## src/design/ifmt_pkg.sv

```systemverilog
// Shared types, character codes and helpers of the integer-to-ASCII field formatter.
package ifmt_pkg;

    // Default parameter values of the top level and the digit unit.
    localparam int VALUE_BITS_DEF         = 64;
    localparam int MAX_FIELD_WIDTH_DEF    = 63;
    localparam int DIGIT_BUFFER_DEPTH_DEF = 23;

    // Radix select codes; any other code selects hexadecimal.
    localparam logic [1:0] BASE_OCT = 2'd0;
    localparam logic [1:0] BASE_DEC = 2'd1;

    // ASCII codes used by the formatter.
    localparam logic [7:0] CH_ZERO    = 8'h30;
    localparam logic [7:0] CH_SPACE   = 8'h20;
    localparam logic [7:0] CH_MINUS   = 8'h2D;
    localparam logic [7:0] CH_PLUS    = 8'h2B;
    localparam logic [7:0] CH_UPPER_A = 8'h41;
    localparam logic [7:0] CH_LOWER_A = 8'h61;
    localparam logic [7:0] CH_UPPER_X = 8'h58;
    localparam logic [7:0] CH_LOWER_X = 8'h78;

    // One number with its conversion settings.
    typedef struct packed {
        logic [63:0] value;
        logic [1:0]  base_select;
        logic        is_signed;
        logic        left_align;
        logic        force_sign;
        logic        space_sign;
        logic        alternate_prefix;
        logic        zero_pad;
        logic        upper_case;
        logic [5:0]  field_width;
        logic [5:0]  min_chars;
    } ifmt_number_t;

    // One formatted character.
    typedef struct packed {
        logic [7:0] character;
        logic       last;
        logic [6:0] char_count;
    } ifmt_result_t;

    // Operations of the shared digit unit.
    typedef enum logic [2:0] {
        OP_IDLE,
        OP_LOAD_BIN,
        OP_LOAD_ACC,
        OP_DABBLE,
        OP_EXTRACT
    } ifmt_op_t;

    // Command from the sequencer to the digit unit.
    typedef struct packed {
        ifmt_op_t op;
        logic     octal;
    } ifmt_cmd_t;

    // Status from the digit unit back to the sequencer.
    typedef struct packed {
        logic [3:0] digit;
        logic       rest_zero;
    } ifmt_stat_t;

    // ASCII character of one digit value in the selected letter case.
    function automatic logic [7:0] digit_char(input logic [3:0] d, input logic up);
        logic [7:0] ch;
        begin
            if (d < 4'd10)
            begin
                ch = CH_ZERO + {4'd0, d};
            end
            else
            begin
                ch = (up ? CH_UPPER_A : CH_LOWER_A) + {4'd0, d} - 8'd10;
            end
            return ch;
        end
    endfunction

endpackage

```

## src/design/ifmt_digit_unit.sv

```systemverilog
// Shared digit unit: binary-to-BCD shift-add-3 steps and low-digit extraction.
module ifmt_digit_unit
    import ifmt_pkg::*;
#(
    parameter int VALUE_BITS = VALUE_BITS_DEF,
    parameter int ACC_BITS   = 80
)
(
    input  logic                  clk,
    input  ifmt_cmd_t             cmd,
    input  logic [VALUE_BITS-1:0] load_value,
    output ifmt_stat_t            stat
);

    localparam int NBCD = ACC_BITS / 4;

    logic [VALUE_BITS-1:0] bin_reg;
    logic [VALUE_BITS-1:0] bin_next;
    logic [ACC_BITS-1:0]   acc_reg;
    logic [ACC_BITS-1:0]   acc_next;
    logic [ACC_BITS-1:0]   acc_adj;
    logic [ACC_BITS-1:0]   acc_shift;

    // Add three to every BCD digit of five or more before the next shift.
    always_comb
    begin
        for (int j = 0; j < NBCD; j++)
        begin
            acc_adj[4*j +: 4] = (acc_reg[4*j +: 4] >= 4'd5) ? acc_reg[4*j +: 4] + 4'd3
                                                            : acc_reg[4*j +: 4];
        end
    end

    // Low digit and the word left after it is removed.
    assign acc_shift      = cmd.octal ? (acc_reg >> 3) : (acc_reg >> 4);
    assign stat.digit     = cmd.octal ? {1'b0, acc_reg[2:0]} : acc_reg[3:0];
    assign stat.rest_zero = (acc_shift == '0);

    // Next value of the working registers.
    always_comb
    begin
        bin_next = bin_reg;
        acc_next = acc_reg;
        case (cmd.op)
            OP_LOAD_BIN:
            begin
                bin_next = load_value;
                acc_next = '0;
            end
            OP_LOAD_ACC:
            begin
                acc_next = {{(ACC_BITS-VALUE_BITS){1'b0}}, load_value};
            end
            OP_DABBLE:
            begin
                acc_next = {acc_adj[ACC_BITS-2:0], bin_reg[VALUE_BITS-1]};
                bin_next = {bin_reg[VALUE_BITS-2:0], 1'b0};
            end
            OP_EXTRACT:
            begin
                acc_next = acc_shift;
            end
            default:
            begin
                acc_next = acc_reg;
            end
        endcase
    end

    always_ff @(posedge clk)
    begin
        bin_reg <= bin_next;
        acc_reg <= acc_next;
    end

endmodule

```

## src/design/integer_to_ascii_field_formatter_core.sv

```systemverilog
// Top level of the integer-to-ASCII field formatter: sequencer, digit buffer and output.
//
// Usage: drive a number and its settings on number and raise start while busy is low;
// the word is taken at that clock edge and busy rises on the next cycle. The block
// answers with one ASCII character per cycle on result, each marked by strobe for
// exactly one cycle; the final character carries last and the total count in
// char_count (char_count is zero on every other character). The receiver must take
// every character as it comes; it cannot hold results off.
// Steps: the word is taken, then shift-add-3 steps over all value bits for decimal
// (none for octal or hex), digit extraction in the digit unit (at most
// DIGIT_BUFFER_DEPTH-1 digits), the sizing states ST_ZEROS, ST_SPACES and
// ST_BOUNDS, then the characters one per cycle. The shared digit unit and the
// one-character-per-cycle output set how long a number takes. busy falls in the
// cycle that carries the last character, and the next word can be taken at the
// edge that ends it. At reset the sequencer returns to idle and no character is
// pending.
module integer_to_ascii_field_formatter_core
    import ifmt_pkg::*;
#(
    parameter int VALUE_BITS         = VALUE_BITS_DEF,
    parameter int MAX_FIELD_WIDTH    = MAX_FIELD_WIDTH_DEF,
    parameter int DIGIT_BUFFER_DEPTH = DIGIT_BUFFER_DEPTH_DEF
)
(
    input  logic         clk,
    input  logic         rst_n,
    input  logic         start,
    output logic         busy,
    input  ifmt_number_t number,
    output ifmt_result_t result,
    output logic         strobe
);

    localparam int NDIG     = DIGIT_BUFFER_DEPTH - 1;
    localparam int LEN_W    = $clog2(NDIG + 1);
    localparam int IDX_W    = $clog2(NDIG);
    localparam int NBCD     = (VALUE_BITS * 30103) / 100000 + 1;
    localparam int ACC_BITS = 4 * NBCD;
    localparam int CNT_W    = $clog2(VALUE_BITS);
    localparam logic [5:0] MAXW = 6'(MAX_FIELD_WIDTH);

    typedef enum logic [2:0] {
        ST_IDLE,
        ST_DABBLE,
        ST_EXTRACT,
        ST_ZEROS,
        ST_SPACES,
        ST_BOUNDS,
        ST_EMIT
    } state_t;

    state_t       state_reg, state_next;
    logic [CNT_W-1:0] cnt_reg, cnt_next;
    logic [LEN_W-1:0] len_reg, len_next;
    logic         oct_reg, oct_next;
    logic         la_reg, la_next;
    logic         zp_reg, zp_next;
    logic         up_reg, up_next;
    logic [5:0]   width_reg, width_next;
    logic [5:0]   minc_reg, minc_next;
    logic [1:0]   plen_reg, plen_next;
    logic [7:0]   pre0_reg, pre0_next;
    logic [7:0]   pre1_reg, pre1_next;
    logic [5:0]   lp_reg, lp_next;
    logic [5:0]   zeros_reg, zeros_next;
    logic [5:0]   spaces_reg, spaces_next;
    logic [5:0]   total_reg, total_next;
    logic [5:0]   b1_reg, b1_next;
    logic [5:0]   b2_reg, b2_next;
    logic [5:0]   b3_reg, b3_next;
    logic [5:0]   b4_reg, b4_next;
    logic [5:0]   pos_reg, pos_next;
    ifmt_result_t result_reg, result_next;
    logic         strobe_reg, strobe_next;

    logic [3:0]   dig_buf [NDIG];
    logic         dig_we;

    ifmt_cmd_t    cmd;
    ifmt_stat_t   stat;

    logic                  accept;
    logic [VALUE_BITS-1:0] raw;
    logic                  neg;
    logic [VALUE_BITS-1:0] mag;
    logic [5:0]            len6;
    logic [5:0]            target;
    logic [6:0]            used7;
    logic [5:0]            used;
    logic [5:0]            dig_off;
    logic                  is_last;
    logic [7:0]            ch;

    assign accept = start && (state_reg == ST_IDLE);
    assign busy   = (state_reg != ST_IDLE);
    assign result = result_reg;
    assign strobe = strobe_reg;

    // Magnitude of the incoming number within VALUE_BITS.
    assign raw  = number.value[VALUE_BITS-1:0];
    assign neg  = number.is_signed && raw[VALUE_BITS-1];
    assign mag  = neg ? (~raw + 1'b1) : raw;
    assign len6 = 6'(len_reg);

    ifmt_digit_unit #(
        .VALUE_BITS (VALUE_BITS),
        .ACC_BITS   (ACC_BITS)
    ) u_digit (
        .clk        (clk),
        .cmd        (cmd),
        .load_value (mag),
        .stat       (stat)
    );

    // Zero count target and the size of the printed body.
    assign target  = (len6 < minc_reg) ? minc_reg : ((zp_reg && !la_reg) ? width_reg : 6'd0);
    assign used7   = {1'b0, lp_reg} + {1'b0, zeros_reg};
    assign used    = used7[5:0];

    // Character at the current output position.
    assign dig_off = b4_reg - 6'd1 - pos_reg;
    assign is_last = (pos_reg == total_reg - 6'd1);
    always_comb
    begin
        if (pos_reg < b1_reg)
        begin
            ch = CH_SPACE;
        end
        else if (pos_reg < b2_reg)
        begin
            ch = (pos_reg == b1_reg) ? pre0_reg : pre1_reg;
        end
        else if (pos_reg < b3_reg)
        begin
            ch = CH_ZERO;
        end
        else if (pos_reg < b4_reg)
        begin
            ch = digit_char(dig_buf[dig_off[IDX_W-1:0]], up_reg);
        end
        else
        begin
            ch = CH_SPACE;
        end
    end

    // Sequencer next-state logic.
    always_comb
    begin
        state_next  = state_reg;
        cnt_next    = cnt_reg;
        len_next    = len_reg;
        oct_next    = oct_reg;
        la_next     = la_reg;
        zp_next     = zp_reg;
        up_next     = up_reg;
        width_next  = width_reg;
        minc_next   = minc_reg;
        plen_next   = plen_reg;
        pre0_next   = pre0_reg;
        pre1_next   = pre1_reg;
        lp_next     = lp_reg;
        zeros_next  = zeros_reg;
        spaces_next = spaces_reg;
        total_next  = total_reg;
        b1_next     = b1_reg;
        b2_next     = b2_reg;
        b3_next     = b3_reg;
        b4_next     = b4_reg;
        pos_next    = pos_reg;
        result_next = result_reg;
        strobe_next = 1'b0;
        dig_we      = 1'b0;
        cmd.op      = OP_IDLE;
        cmd.octal   = oct_reg;

        unique case (state_reg)
            ST_IDLE:
            begin
                if (accept)
                begin
                    oct_next   = (number.base_select == BASE_OCT);
                    la_next    = number.left_align;
                    zp_next    = number.zero_pad;
                    up_next    = number.upper_case;
                    width_next = (number.field_width > MAXW) ? MAXW : number.field_width;
                    minc_next  = (number.min_chars > MAXW) ? MAXW : number.min_chars;
                    len_next   = '0;
                    cnt_next   = CNT_W'(VALUE_BITS - 1);
                    pre0_next  = CH_ZERO;
                    pre1_next  = number.upper_case ? CH_UPPER_X : CH_LOWER_X;
                    plen_next  = 2'd0;
                    // Prefix by priority: sign first, then the radix marker.
                    if (neg)
                    begin
                        plen_next = 2'd1;
                        pre0_next = CH_MINUS;
                    end
                    else if (number.is_signed && number.force_sign)
                    begin
                        plen_next = 2'd1;
                        pre0_next = CH_PLUS;
                    end
                    else if (number.is_signed && number.space_sign)
                    begin
                        plen_next = 2'd1;
                        pre0_next = CH_SPACE;
                    end
                    else if (number.alternate_prefix && (number.base_select == BASE_OCT))
                    begin
                        plen_next = 2'd1;
                    end
                    else if (number.alternate_prefix && (number.base_select != BASE_DEC))
                    begin
                        plen_next = 2'd2;
                    end
                    if (number.base_select == BASE_DEC)
                    begin
                        cmd.op     = OP_LOAD_BIN;
                        state_next = ST_DABBLE;
                    end
                    else
                    begin
                        cmd.op     = OP_LOAD_ACC;
                        state_next = ST_EXTRACT;
                    end
                end
            end
            ST_DABBLE:
            begin
                cmd.op    = OP_DABBLE;
                cmd.octal = 1'b0;
                cnt_next  = cnt_reg - 1'b1;
                if (cnt_reg == '0)
                begin
                    state_next = ST_EXTRACT;
                end
            end
            ST_EXTRACT:
            begin
                cmd.op   = OP_EXTRACT;
                dig_we   = 1'b1;
                len_next = len_reg + 1'b1;
                if (stat.rest_zero || (len_reg == LEN_W'(NDIG - 1)))
                begin
                    state_next = ST_ZEROS;
                end
            end
            ST_ZEROS:
            begin
                lp_next    = len6 + {4'd0, plen_reg};
                zeros_next = (target > (len6 + {4'd0, plen_reg}))
                           ? target - (len6 + {4'd0, plen_reg}) : 6'd0;
                state_next = ST_SPACES;
            end
            ST_SPACES:
            begin
                spaces_next = (width_reg > used) ? width_reg - used : 6'd0;
                total_next  = (width_reg > used) ? width_reg : used;
                state_next  = ST_BOUNDS;
            end
            ST_BOUNDS:
            begin
                b1_next    = la_reg ? 6'd0 : spaces_reg;
                b2_next    = (la_reg ? 6'd0 : spaces_reg) + {4'd0, plen_reg};
                b3_next    = (la_reg ? 6'd0 : spaces_reg) + {4'd0, plen_reg} + zeros_reg;
                b4_next    = (la_reg ? 6'd0 : spaces_reg) + {4'd0, plen_reg} + zeros_reg
                           + len6;
                pos_next   = 6'd0;
                state_next = ST_EMIT;
            end
            ST_EMIT:
            begin
                strobe_next            = 1'b1;
                result_next.character  = ch;
                result_next.last       = is_last;
                result_next.char_count = is_last ? {1'b0, total_reg} : 7'd0;
                pos_next               = pos_reg + 6'd1;
                if (is_last)
                begin
                    state_next = ST_IDLE;
                end
            end
            default:
            begin
                state_next = ST_IDLE;
            end
        endcase
    end

    // Sequencer state and registered outputs.
    always_ff @(posedge clk or negedge rst_n)
    begin
        if (!rst_n)
        begin
            state_reg  <= ST_IDLE;
            strobe_reg <= 1'b0;
            cnt_reg    <= '0;
            len_reg    <= '0;
        end
        else
        begin
            state_reg  <= state_next;
            strobe_reg <= strobe_next;
            cnt_reg    <= cnt_next;
            len_reg    <= len_next;
        end
    end

    // Settings, sizes and output word need no reset.
    always_ff @(posedge clk)
    begin
        oct_reg    <= oct_next;
        la_reg     <= la_next;
        zp_reg     <= zp_next;
        up_reg     <= up_next;
        width_reg  <= width_next;
        minc_reg   <= minc_next;
        plen_reg   <= plen_next;
        pre0_reg   <= pre0_next;
        pre1_reg   <= pre1_next;
        lp_reg     <= lp_next;
        zeros_reg  <= zeros_next;
        spaces_reg <= spaces_next;
        total_reg  <= total_next;
        b1_reg     <= b1_next;
        b2_reg     <= b2_next;
        b3_reg     <= b3_next;
        b4_reg     <= b4_next;
        pos_reg    <= pos_next;
        result_reg <= result_next;
    end

    // Digit buffer, least significant digit first.
    always_ff @(posedge clk)
    begin
        if (dig_we)
        begin
            dig_buf[len_reg[IDX_W-1:0]] <= stat.digit;
        end
    end

endmodule
```

## config.mk

```make
export PLATFORM = sky130hd
export DESIGN_NAME = integer_to_ascii_field_formatter_core
export DESIGN_NICKNAME = d
export VERILOG_FILES = /design/src/design/ifmt_pkg.sv /design/src/design/ifmt_digit_unit.sv /design/src/design/integer_to_ascii_field_formatter_core.sv
export SDC_FILE = /design/constraint.sdc
export NUM_CORES = 1
export LEC_CHECK = 0
export BUFFER_PORTS_ARGS = -buffer_cell sky130_fd_sc_hd__clkbuf_2
export CAP_MARGIN = 40
export CORE_MARGIN = 2
export CORE_UTILIZATION = 40
export DETAILED_ROUTE_END_ITERATION = 8
export HOLD_SLACK_MARGIN = 0.15
export SLEW_MARGIN = 20
export SYNTH_ARGS = -nofsm -noshare
export SYNTH_HDL_FRONTEND = slang
export SYNTH_SLANG_ARGS = --single-unit
export TNS_END_PERCENT = 1
```

## constraint.sdc

```tcl
create_clock -name clk -period 7.5 [get_ports clk]
set_input_delay 0.75 -clock clk [delete_from_list [all_inputs] [get_ports clk]]
set_output_delay 0.75 -clock clk [all_outputs]
set_load 0.005 [all_outputs]
```

Yosys cells after proc, flatten, opt, wreduce, memory -nomap -nowiden
Memory sizes are Yosys's and may differ from the RTL's.
Cells that the tools add are included.
{"block": "classes", "add_sub_neg": 37, "magnitude_cmp": 30, "n_eq_ne": 19, "muxes": 57, "n_bitwise": 1, "reduce_logical": 25}
{"cell": "one-hot mux 80 bit (4 select lines)", "n": 1}
{"cell": "one-hot mux 64 bit (2 select lines)", "n": 1}
{"cell": "greater-or-equal comparator 4 x 3 -> 1 bit, second input constant", "n": 20}
{"cell": "zero test 80 bit", "n": 1}
{"cell": "2-to-1 mux 4 bit", "n": 20}
{"cell": "2-to-1 mux 77 bit", "n": 1}
{"cell": "adder 4 x 2 -> 4 bit, second input constant", "n": 19}
{"cell": "adder 64 x 1 -> 64 bit, second input constant", "n": 1}
{"cell": "2-to-1 mux 64 bit", "n": 1}
{"cell": "inverter 64 bit", "n": 1}
{"cell": "2-to-1 mux 6 bit", "n": 7}
{"cell": "2-to-1 mux 8 bit", "n": 5}
{"cell": "< comparator 6 bit", "n": 4}
{"cell": "one-hot mux 6 bit (2 select lines)", "n": 2}
{"cell": "one-hot mux 3 bit (7 select lines)", "n": 1}
{"cell": "2-to-1 mux 3 bit", "n": 6}
{"cell": "adder 6 bit", "n": 2}
{"cell": "equality test 3 x 2 -> 1 bit, second input constant", "n": 4}
{"cell": "equality test 3 bit, second input constant", "n": 4}
{"cell": "equality test 6 bit", "n": 2}
{"cell": "> comparator 6 bit", "n": 2}
{"cell": "> comparator 6 bit, second input constant", "n": 2}
{"cell": "subtractor 6 x 1 -> 6 bit, second input constant", "n": 2}
{"cell": "subtractor 6 bit", "n": 2}
{"cell": "other kinds (36)", "n": 58}
{"block": "totals", "ff_bits": 261, "mem_bits_rw": 88, "inputBits": 88, "out_inout_bits": 18, "wordCells": 199, "memories": 1}
{"name": "dig_buf", "words": 22, "width": 4, "read_ports": 1, "rd_ports_with_merged_regs": 0, "write_ports": 1, "line": "integer_to_ascii_field_formatter_core.sv:76", "text": "logic [3:0] dig_buf [NDIG];"}

Logic depth before layout (Yosys ltp)
Gate-level depths: netlist of the first run.
An unclocked memory read counts as a cell.
{"block": "logic_depth", "ltp_word": 9, "mapped_depth": 17, "mapped_depth_nobuf": 17}

Cells and area by module
Synthesis of the first run repeated with hierarchy kept, for this count alone.
{"block": "hier_totals", "hier_cells": 1910, "hier_area_um2": 20412.1}
{"module": "integer_to_ascii_field_formatter_core", "instances": 1, "cells_per_inst": 938, "area_per_inst_um2": 11138.2}
{"module": "ifmt_digit_unit", "instances": 1, "cells_per_inst": 972, "area_per_inst_um2": 9273.9}

Worst setup path before layout of the first run
Ideal clock, no wire load.
{"block": "synth_timing", "path_kind": "reg-to-reg", "from": "reg state_reg[2]", "to": "reg u_digit.bin_reg[0], enable pin", "t_arrival_ns": 5.465, "t_required_ns": 6.926, "path_slack_ns": 1.461, "stages_incl_launch_ff": 5, "period_less_slack_ns": 6.039, "cell_sequence": "dfrtp_1 > clkbuf_1 > nor3_1 > nand2_1 > o21ai_0"}
{"block": "synth_via", "elab_chain_len": 6, "elab_cells_between_ends": 9, "classes_between": "eq/ne (4); mux (2); reduce/logical (3)"}
{"element": "start: declaration", "line": "integer_to_ascii_field_formatter_core.sv:52", "text": "state_t state_reg, state_next;"}
{"element": "start signal: assignment", "line": "integer_to_ascii_field_formatter_core.sv:303", "text": "state_reg <= state_next;"}
{"element": "zero test 3 bit", "line": "integer_to_ascii_field_formatter_core.sv:94, integer_to_ascii_field_formatter_core.sv:177"}
{"element": "logical AND 1 bit", "line": "integer_to_ascii_field_formatter_core.sv:94", "text": "assign accept = start && (state_reg == ST_IDLE);"}
{"element": "2-to-1 mux 2 bit", "line": "integer_to_ascii_field_formatter_core.sv:180", "text": "if (accept)"}
{"element": "one-hot mux 3 bit (3 select lines) (*)", "line": "integer_to_ascii_field_formatter_core.sv:177", "text": "unique case (state_reg)"}
{"element": "equality test 3 x 1 -> 1 bit / equality test 3 x 2 -> 1 bit (equally long branches)", "line": "ifmt_digit_unit.sv:44", "text": "case (cmd.op)"}
{"element": "nonzero test 2 bit (no line) (*)"}
{"element": "end signal: assignment", "line": "ifmt_digit_unit.sv:72", "text": "bin_reg <= bin_next;"}
{"element": "end: declaration", "line": "ifmt_digit_unit.sv:17", "text": "logic [VALUE_BITS-1:0] bin_reg;"}
Mark *: on every way between the ends. The rest lies on a longest branch, timed or not.
A chain may end at the register's enable or synchronous reset.

Worst setup path in the final report of the first run
{"block": "layout_timing", "from": "reg pos_reg[0]", "to": "reg result_reg, in the netlist result[13] (data pin)"}
{"block": "layout_via", "elab_chain_len": 8, "elab_cells_between_ends": 16, "classes_between": "add/sub (4); order compare (5); eq/ne (1); mux (5); memory (1)"}
{"element": "start: declaration", "line": "integer_to_ascii_field_formatter_core.sv:72", "text": "logic [5:0] pos_reg, pos_next;"}
{"element": "start signal: assignment", "line": "integer_to_ascii_field_formatter_core.sv:330", "text": "pos_reg <= pos_next;"}
{"element": "subtractor 5 bit", "line": "integer_to_ascii_field_formatter_core.sv:121", "text": "assign dig_off = b4_reg - 6'd1 - pos_reg;"}
{"element": "memory (22 x 4 bit)"}
{"element": "adder 7 x 4 -> 8 bit", "line": "ifmt_pkg.sv:76", "text": "ch = (up ? CH_UPPER_A : CH_LOWER_A) + {4'd0, d} - 8'd10;"}
{"element": "subtractor 8 x 4 -> 8 bit", "line": "ifmt_pkg.sv:76"}
{"element": "2-to-1 mux 8 bit", "line": "ifmt_pkg.sv:70", "text": "if (d < 4'd10)"}
{"element": "2-to-1 mux 8 bit", "line": "integer_to_ascii_field_formatter_core.sv:137", "text": "else if (pos_reg < b4_reg)"}
{"element": "2-to-1 mux 8 bit", "line": "integer_to_ascii_field_formatter_core.sv:133", "text": "else if (pos_reg < b3_reg)"}
{"element": "2-to-1 mux 8 bit", "line": "integer_to_ascii_field_formatter_core.sv:129", "text": "else if (pos_reg < b2_reg)"}
{"element": "end signal: assignment", "line": "integer_to_ascii_field_formatter_core.sv:331", "text": "result_reg <= result_next;"}
{"element": "end: declaration", "line": "integer_to_ascii_field_formatter_core.sv:73", "text": "ifmt_result_t result_reg, result_next;"}
Several ways; a longest one is shown, not always the timed one.

==> impl_metrics.csv, run 1 <==
group,metric,value,unit
run_status,status,"finished clean",
place,place_hpwl,35.7,mm
synthesis,synthCells,1922,
power,cellLeakagePower,8.47,nW
place,gp_congestion,0.855,
min_path,hold_end,"la_reg$_DFFE_PP_",
clock_network,cts_resized,0,
clock_network,hold_buffers,1,
grt,grt_pass1_wl,79.8,mm
worst_setup_path,max_stage_delay,0.57,ns
timing,skew,0.0169,ns
routing,top_layer,"met4",
synthesis,yosys.area_share.xor_xnor,5.41,%
synthesis,yosysSeqAreaShare,49.8,%
worst_setup_path,start_kind,"register",
synthesis,syn_area,20200,µm²
worst_setup_path,worst_ep_arrival_time,4.28,ns
die,rows,82,
timing,max_freq,0.252,GHz
worst_setup_path,critPathKind,"reg -> reg",
clock_network,cts-root-buf,"clkbuf_16",
worst_setup_path,critPathSlowestCell,"xor2_1",
die,start_util,40.4,%
routing,ant_nets,0,
timing,rsz0062_at_grt,"false",
synthesis,synth_cell_types,76,
synthesis,yosysWarnings,0,
die,die_width,229,µm
routing,wl_per_cell,18.4,µm
final_layout,largest_register_ffs,88,
clock_network,htreeDepth,2,
clock_network,clk_pin_slew_worst_paths,0.06,ns
timing,fin_crit,3.97,ns
final_layout,drive_gt1_share,11.7,%
timing,setup_violations,0,
worst_setup_path,cp_data_required_time,7.80,ns
synthesis,synth_top_family_by_area,"compound AO/OA/AOI/OAI gates",
clock_network,clock_sinks,338,
clock_network,cts_tree,"yes",
grt,grt_pass1_vias,14700,
routing,drc,0,
synthesis,synth_ff_type,"edfxtp_1",
clock_network,clk_path_buf_depth,3,
synthesis,synth_compound_area_share,15.0,%
grt,antenna_found_initial,0,
grt,overflow,0,
routing,detail_route.wirelength,49.7,mm
place,pre_cts_ws,3.52,ns
worst_setup_path,crit_chain,"inv_1 -> ha_1 -> fa_1 -> xor2_1 -> buf_4 -> mux4_2 -> nand3_1 -> a31oi_1 -> a2bb2o_1 -> nor4_1 -> o21bai_1",
worst_setup_path,critPathCaptureType,"register",
min_path,hold_depth,1,
synthesis,ys_seq_elements,338,
timing,slew_violations,0,
timing,fin_crit_sh,53.0,%
timing,relSlewSlack,43.8,%
timing,worstMarginPinSlew,0.843,ns
final_layout,finalNetCount,2214,
routing,wl_met3,2.46,mm
worst_setup_path,r2r_cells,11,
clock_network,cts_buffers,40,
clock_network,insertion_delay,0.56,ns
power,irDropWorstVdd,0.000209,V
routing,drt-pass1-iter-count,5,
synthesis,synth_fa_ha_area_share,7.65,%
grt,track_usage,18.9,%
routing,vias,14900,
place,io_buffers,103,
grt,grt_max_degree,84,
worst_setup_path,path_max_fanout,8,
timing,worst_slack,3.53,ns
worst_setup_path,regToRegStartpoint,"pos_reg[0]$_SDFFCE_PN0P_",
synthesis,synthArstFlopShare,4.44,%
final_layout,diodes,0,
routing,vias_per_cell,5.49,
routing,wl_met1,22.0,mm
worst_setup_path,worst_r2r_endpoint,"result[13]$_SDFFCE_PN1P_",
power,power.density,425,nW/µm²
final_layout,syn_to_final_growth,12.6,%
die,die_h,229,µm
worst_setup_path,regToRegSetupSlack,3.53,ns
die,core_area,50100,µm²
timing,finalHoldViolations,0,
min_path,min_path_type,"in -> reg",
synthesis,syn_avg_cell_area,10.5,µm²
die,die_area,52400,µm²
run,maxCapViolCount,0,
timing,setup_tns,0,ns
die,ios,106,
routing,drt-initial-drc-count,1151,
synthesis,synth_edf_count,323,
routing,met2_wirelength,23.6,mm
min_path,worst_hold_startpoint,"number[17]",
clock_network,postCtsSetupRepairBufs,0,
synthesis,yosys.area_share.simple,13.7,%
synthesis,synth_mux_area_share,4.47,%
layer usage:
metal  GRT usage [%]  up-vias
met1            25.0     7169
met3            2.81       96
met4            7.45        0
met5               0        -
met2            31.4      386
li1                -     7209
worst max-delay path by stage:
stage	startpoint	end	slack [ns]	cells after the start
floorplan	state_reg[2]$_DFFE_PN0P_	u_digit.bin_reg[0]$_SDFFCE_PP0P_	1.46	4
global route	pos_reg[0]$_SDFFCE_PN0P_	result[13]$_SDFFCE_PN1P_	3.25	11
global placement	pos_reg[0]$_SDFFCE_PN0P_	result[13]$_SDFFCE_PN1P_	3.49	10
finish	pos_reg[0]$_SDFFCE_PN0P_	result[13]$_SDFFCE_PN1P_	3.53	11
CTS	pos_reg[0]$_SDFFCE_PN0P_	result[8]$_SDFFCE_PN0P_	3.50	11
detailed placement	number[33]	u_digit.acc_reg[54]$_SDFFCE_PN0P_	3.52	8
layout make-up:
type / count / area (µm²)
tap: 672 / 841
sequential: 338 / 10100
multi-input combinational: 1389 / 9400
inverter: 103 / 387
fill: 4689 / 27300
timing repair buffer: 135 / 903
clock inverter: 21 / 130
clock buffer: 48 / 1050
per-stage QoR:
step / cells / power [mW] / instance area [µm²] / utilization (%) / hold WS (ns)
after floorplan: 1923 / 6.65 / 20200 / - / 0.446
after detailed placement: 2630 / 7.85 / 21500 / 42.9 / 0.483
after CTS: 2700 / 9.69 / 22700 / 45.3 / 0.331
after global placement: 2618 / 7.66 / 21300 / 42.6 / 0.465
final: 2706 / 9.68 / 22800 / 45.5 / 0.363
after global routing: 2706 / 10.4 / 22800 / 45.5 / 0.339
where the power goes:
part / total (mW) / internal (mW) / switching, mW / leakage (nW)
combinational: 4.34 / 1.84 / 2.50 / 4.72
clock: 1.81 / 1.03 / 0.777 / 0.578
sequential: 3.54 / 2.92 / 0.622 / 3.18
total: 9.68 / 5.79 / 3.90 / 8.47
cells in the mapped netlist, types with 13 or more instances:
| master | count | share of area [%] |
|---|---|---|
| a21oi_1 | 250 | 6.2 |
| inv_1 | 101 | 1.9 |
| o22a_1 | 26 | 1.1 |
| and2_1 | 23 | 0.71 |
| nand3_1 | 21 | 0.52 |
| xor2_1 | 54 | 2.3 |
| nor3b_1 | 37 | 1.4 |
| o21ai_0 | 137 | 3.4 |
| ha_1 | 111 | 6.9 |
| nand2_1 | 142 | 2.6 |
| nor2b_1 | 18 | 0.56 |
| mux2i_1 | 51 | 2.5 |
| xnor2_1 | 71 | 3.1 |
| clkbuf_1 | 68 | 1.3 |
| a31oi_1 | 17 | 0.53 |
| mux4_2 | 17 | 1.9 |
| nor3_1 | 23 | 0.57 |
| edfxtp_1 | 323 | 48 |
| nor4_1 | 28 | 0.87 |
| dfrtp_1 | 15 | 1.9 |
| o22ai_1 | 13 | 0.40 |
| nand2b_1 | 30 | 0.93 |
| nor2_1 | 167 | 3.1 |
| a21o_1 | 22 | 0.82 |
worst max-delay path: cells and delay by family, from the launching register on:
family	cells	cell delay, ns
compound gates	3	0.66
xor+xnor	1	0.57
fa+ha+maj	2	0.66
buf+inv	2	0.42
flops	1	0.51
mux	1	0.53
simple gates	2	0.36
placed cells by master, fill, tap and decap left out, drive strengths merged, types with 6 or more instances in the layout:
master / netlist / final
a21o: 22 / 22
a21oi: 250 / 250
a31oi: 17 / 17
and2: 23 / 23
and3: 8 / 8
buf: 22 / 30
clkbuf: 70 / 152
clkinv: 2 / 18
dfrtp: 15 / 15
edfxtp: 323 / 323
fa: 8 / 8
ha: 111 / 111
inv: 101 / 104
mux2i: 51 / 51
mux4: 17 / 17
nand2: 142 / 142
nand2b: 30 / 30
nand3: 22 / 22
nand4: 9 / 9
nor2: 167 / 167
nor2b: 18 / 18
nor3: 23 / 23
nor3b: 37 / 37
nor4: 30 / 30
o21ai: 140 / 140
o21bai: 6 / 6
o22a: 27 / 27
o22ai: 13 / 13
o31ai: 14 / 14
or4: 10 / 10
xnor2: 71 / 71
xor2: 54 / 54
cell families (layout without fill, tap and decap cells):
| group | count (synthesis) | count (layout) |
|---|---|---|
| multiplexers | 69 | 69 |
| AO/OA/AOI/OAI | 527 | 527 |
| adder cells (fa/ha/maj) | 119 | 119 |
| other | 1 | 2 |
| buffers and inverters | 196 | 307 |
| flip-flops | 338 | 338 |
| AND/OR/NAND/NOR | 547 | 547 |
| XOR/XNOR | 125 | 125 |
No activity file was read; power rests on OpenSTA's default activity.
==> run 2: changes to the inputs <==
Clock period 7.5 ns to 3.78 ns, I/O delays scaled along.
==> impl_metrics.csv, run 2 (synthesis results as in run 1) <==
group,metric,value,unit
timing,worst_slack,0.225,ns
timing,fin_crit_sh,94.0,%
grt,antenna_found_initial,0,
place,place_hpwl,35.8,mm
timing,max_freq,0.281,GHz
clock_network,htreeDepth,2,
routing,vias,14900,
final_layout,multi_input_area,9400,µm²
routing,drt-initial-drc-count,967,
power,pwr-share-clk,19.6,%
power,p_seq_share,35.3,%
timing,slew_violations,0,
die,ios,106,
grt,track_usage,19.2,%
worst_setup_path,critPathCaptureType,"register",
power,irDropWorstVdd,0.000350,V
timing,relSlewSlack,46.7,%
place,gp_congestion,0.869,
timing,finalHoldViolations,0,
die,die_area,52400,µm²
final_layout,register_area,10100,µm²
routing,wl_per_cell,18.4,µm
final_layout,mostFrequentLayoutCells,"323 x edfxtp_1, 249 x a21oi_1, 166 x nor2_1",
routing,drt-pass1-iter-count,5,
die,die_h,229,µm
worst_setup_path,start_kind,"register",
final_layout,layoutNonFillerInstCount,2732,
timing,worstMarginPinSlew,0.779,ns
timing,holdWs,0.188,ns
die,core_area,50100,µm²
final_layout,finalNetCount,2239,
timing,fin_crit,3.55,ns
clock_network,clk_pin_slew_worst_paths,0.06,ns
clock_network,clock_sinks,338,
worst_setup_path,path_max_fanout,5,
clock_network,postCtsSetupRepairBufs,0,
power,p_int,11.9,mW
min_path,min_path_type,"in -> reg",
routing,detail_route.wirelength,50.3,mm
die,start_util,40.4,%
clock_network,cts_tree,"yes",
routing,vias_per_cell,5.45,
grt,overflow,0,
final_layout,largest_register_ffs,88,
final_layout,mostFrequentLayoutCell,"edfxtp_1",
final_layout,drive_gt1_share,12.2,%
power,combPwrFrac,45.1,%
grt,grt_max_degree,167,
run_status,status,"finished clean",
timing,setup_tns,0,ns
clock_network,clk_path_buf_depth,3,
worst_setup_path,critPathKind,"reg -> reg",
final_layout,final_core_util,46.1,%
final_layout,diodes,0,
worst_setup_path,cp_data_required_time,4.09,ns
grt,grt_pass1_wl,80.5,mm
routing,ant_nets,0,
power,p_sw_share,39.5,%
clock_network,cts_buffers,39,
die,die_width,229,µm
final_layout,fillers,4696,
timing,skew,0.0226,ns
run,maxCapViolCount,0,
power,power.density,850,nW/µm²
grt,grt_pass1_vias,14800,
die,rows,82,
clock_network,insertion_delay,0.56,ns
place,pre_cts_ws,0.242,ns
routing,drc,0,
final_layout,syn_to_final_growth,14.1,%
place,dp_cells,2643,
worst_setup_path,worst_ep_arrival_time,3.86,ns
place,io_buffers,103,
timing,setup_violations,0,
power,cellLeakagePower,8.62,nW
clock_network,cts-root-buf,"clkbuf_16",
power,p_switching,7.75,mW
[run 2: routing by layer]
| metal | GRT usage (%) | up-vias | part of all wire (%) |
|---|---|---|---|
| met5 | 0 | - | 0 |
| met4 | 6.33 | 0 | 2.5 |
| met3 | 2.46 | 77 | 4.3 |
| met2 | 32.7 | 355 | 49 |
| met1 | 25.2 | 7207 | 44 |
| li1 | - | 7255 | - |
[run 2: final timing paths]
kind | to | cells past startpoint | slack, ns | startpoint
worst min-delay path | state_reg[1]$_DFFE_PN0P_ | 5 | 0.19 | start
worst min register to register | cnt_reg[4]$_DFFE_PN0P_ | 1 | 0.48 | cnt_reg[4]$_DFFE_PN0P_
worst max-delay path | zeros_reg[1]$_SDFFCE_PP0P_ | 16 | 0.23 | len_reg[1]$_DFFE_PN0P_
max in group asynchronous | cnt_reg[1]$_DFFE_PN0P_ | 2 | 3.13 | rst_n
min in group asynchronous | cnt_reg[0]$_DFFE_PN0P_ | 2 | 0.31 | rst_n
worst max register to register | zeros_reg[1]$_SDFFCE_PP0P_ | 16 | 0.23 | len_reg[1]$_DFFE_PN0P_
[run 2: cell type report]
type / instances / share of cell area, %
well taps: 672 / 3.64
flip-flops and latches: 338 / 43.6
clock buffers: 49 / 4.62
repair buffers: 161 / 4.75
clock inverters: 20 / 0.959
multi-input cells: 1389 / 40.7
inverters: 103 / 1.67
[run 2: through the flow]
stage,area [µm²],total power [mW]
after global routing,23100,21.2
after global placement,21600,15.5
after CTS,23000,19.7
after floorplan,20200,13.2
final,23100,19.6
after detailed placement,21600,15.8
[run 2: what timing repair did]
item	4_1_cts	5_1_grt
endpoints found under the setup margin	0	5
gates resized for setup	0	2
hold endpoints to repair	32	0
hold buffers	17	0
[run 2: worst max-delay path, stage by stage, from the launching register on]
cell and delay [ns]:
dfrtp_1 0.39, ha_1 0.30, a21o_1 0.16, a21o_1 0.17
a21o_1 0.17, a21oi_1 0.24, nor2_2 0.13, mux2i_1 0.18
ha_1 0.17, inv_1 0.06, fa_1 0.40, a21o_1 0.19
a21oi_2 0.19, o21bai_1 0.08, a21oi_1 0.19, a31oi_1 0.10
and2_1 0.19
[run 2: power by group through the flow]
stage | Clock (mW) | Sequential, mW | Combinational, mW
2_1_floorplan | 0 | 6.63 | 6.53
3_3_place_gp | 0 | 7.00 | 8.54
3_5_place_dp | 0 | 7.04 | 8.75
4_1_cts | 3.94 | 6.97 | 8.81
5_1_grt | 4.09 | 7.08 | 10.0
6_report | 3.85 | 6.93 | 8.84
==> run 3: changes to the inputs <==
Settings changed: CORE_UTILIZATION 40 to 35.
==> impl_metrics.csv, run 3 (synthesis results as in run 1) <==
group,metric,value,unit
worst_setup_path,regToRegSetupSlack,0.26,ns
routing,wl_per_cell,18.1,µm
run_status,status,"finished clean",
clock_network,cts_buffers,41,
timing,relSlewSlack,43.0,%
final_layout,multi_input_area,9400,µm²
die,die_area,59800,µm²
timing,worstMarginPinSlew,0.856,ns
min_path,hold_depth,2,
power,irDropWorstVdd,0.000405,V
clock_network,clk_path_buf_depth,3,
timing,fin_crit_sh,93.0,%
routing,drt-pass1-iter-count,5,
routing,vias,15000,
clock_network,clk_pin_slew_worst_paths,0.06,ns
clock_network,insertion_delay,0.56,ns
timing,holdWs,0.215,ns
timing,worst_slack,0.265,ns
place,pre_cts_ws,0.230,ns
final_layout,register_area,10100,µm²
min_path,min_path_type,"in -> reg",
clock_network,clock_sinks,338,
worst_setup_path,r2r_cells,17,
routing,detail_route.wirelength,51.4,mm
worst_setup_path,start_kind,"register",
routing,drc,0,
final_layout,layoutNonFillerInstCount,2835,
final_layout,largest_register_ffs,88,
grt,grt_pass1_vias,14700,
timing,slew_violations,0,
final_layout,fillers,5543,
worst_setup_path,critPathCaptureType,"register",
grt,track_usage,17.1,%
worst_setup_path,path_max_fanout,5,
place,place_hpwl,37.0,mm
timing,fin_crit,3.52,ns
die,die_h,244,µm
timing,setup_violations,0,
final_layout,final_core_util,40.5,%
worst_setup_path,cp_data_required_time,4.09,ns
clock_network,postCtsSetupRepairBufs,0,
power,power.density,848,nW/µm²
final_layout,drive_gt1_share,12.6,%
power,cellLeakagePower,8.67,nW
timing,rsz0062_at_grt,"false",
grt,overflow,0,
place,io_buffers,103,
place,place_area,21700,µm²
grt,grt_pass1_wl,82.0,mm
power,power.total,19.7,mW
place,dp_cells,2737,
place,gp_congestion,0.852,
worst_setup_path,critPathKind,"reg -> reg",
worst_setup_path,worst_ep_arrival_time,3.82,ns
clock_network,cts_tree,"yes",
clock_network,cts-root-buf,"clkbuf_16",
final_layout,finalNetCount,2244,
die,die_width,244,µm
final_layout,design_area,23300,µm²
routing,vias_per_cell,5.28,
timing,skew,0.0131,ns
die,start_util,35.2,%
timing,setup_tns,0,ns
run,maxCapViolCount,0,
clock_network,htreeDepth,2,
die,ios,106,
timing,finalHoldViolations,0,
final_layout,mostFrequentLayoutCell,"edfxtp_1",
final_layout,diodes,0,
final_layout,mostFrequentLayoutCells,"323 x edfxtp_1, 249 x a21oi_1, 166 x nor2_1",
routing,drt-initial-drc-count,998,
grt,grt_max_degree,167,
grt,antenna_found_initial,0,
routing,ant_nets,0,
final_layout,syn_to_final_growth,15.0,%
die,core_area,57500,µm²
die,rows,88,
timing,max_freq,0.284,GHz
[run 3: layout make-up]
type / instances / share of cell area (%)
Sequential cell: 338 / 43.3
Multi-Input combinational cell: 1389 / 40.4
Timing Repair Buffer: 164 / 4.85
Clock buffer: 47 / 4.69
Tap cell: 765 / 4.11
Inverter: 103 / 1.66
Clock inverter: 29 / 1.01
[run 3: routing by layer]
metal	GRT usage (%)	vias to the layer above	routed length [µm]
met2	29.4	378	25100
met3	2.44	75	2400
met4	5.11	0	1220
met1	22.4	7245	22700
met5	0	-	0
li1	-	7273	-
[run 3: repair_timing]
action,in CTS,in global routing
gates resized for setup,0,2
hold buffers,18,0
hold endpoints to repair,33,0
setup endpoints to repair,0,5
[run 3: final timing paths]
kind | endpoint | start
worst min register to register | cnt_reg[4]$_DFFE_PN0P_ | cnt_reg[4]$_DFFE_PN0P_
worst max register to register | zeros_reg[1]$_SDFFCE_PP0P_ | minc_reg[1]$_SDFFCE_PN1P_
min in group asynchronous | strobe$_DFF_PN0_ | rst_n
max in group asynchronous | cnt_reg[3]$_DFFE_PN0P_ | rst_n
worst min-delay path | pre0_reg[1]$_SDFFCE_PP0P_ | number[84]
worst max-delay path | zeros_reg[1]$_SDFFCE_PP0P_ | minc_reg[1]$_SDFFCE_PN1P_
[run 3: worst max-delay path, cell delays in order (launching register included)]
cell      delay (ns)
edfxtp_1        0.36
inv_1           0.09
ha_1            0.23
a21o_1          0.16
a21o_1          0.17
a21o_1          0.17
a21oi_1         0.23
nor2_2          0.12
mux2i_1         0.17
ha_1            0.16
inv_1           0.06
fa_1            0.41
a21o_1          0.19
a21oi_2         0.17
o21bai_1        0.08
a21oi_1         0.19
a31oi_1         0.11
and2_1          0.20
[run 3: power by group]
group | internal [mW] | switching (mW) | leakage (nW) | total [mW]
combinational | 3.73 | 5.20 | 4.83 | 8.93
sequential | 5.79 | 1.10 | 3.18 | 6.89
clock | 2.29 | 1.63 | 0.654 | 3.91
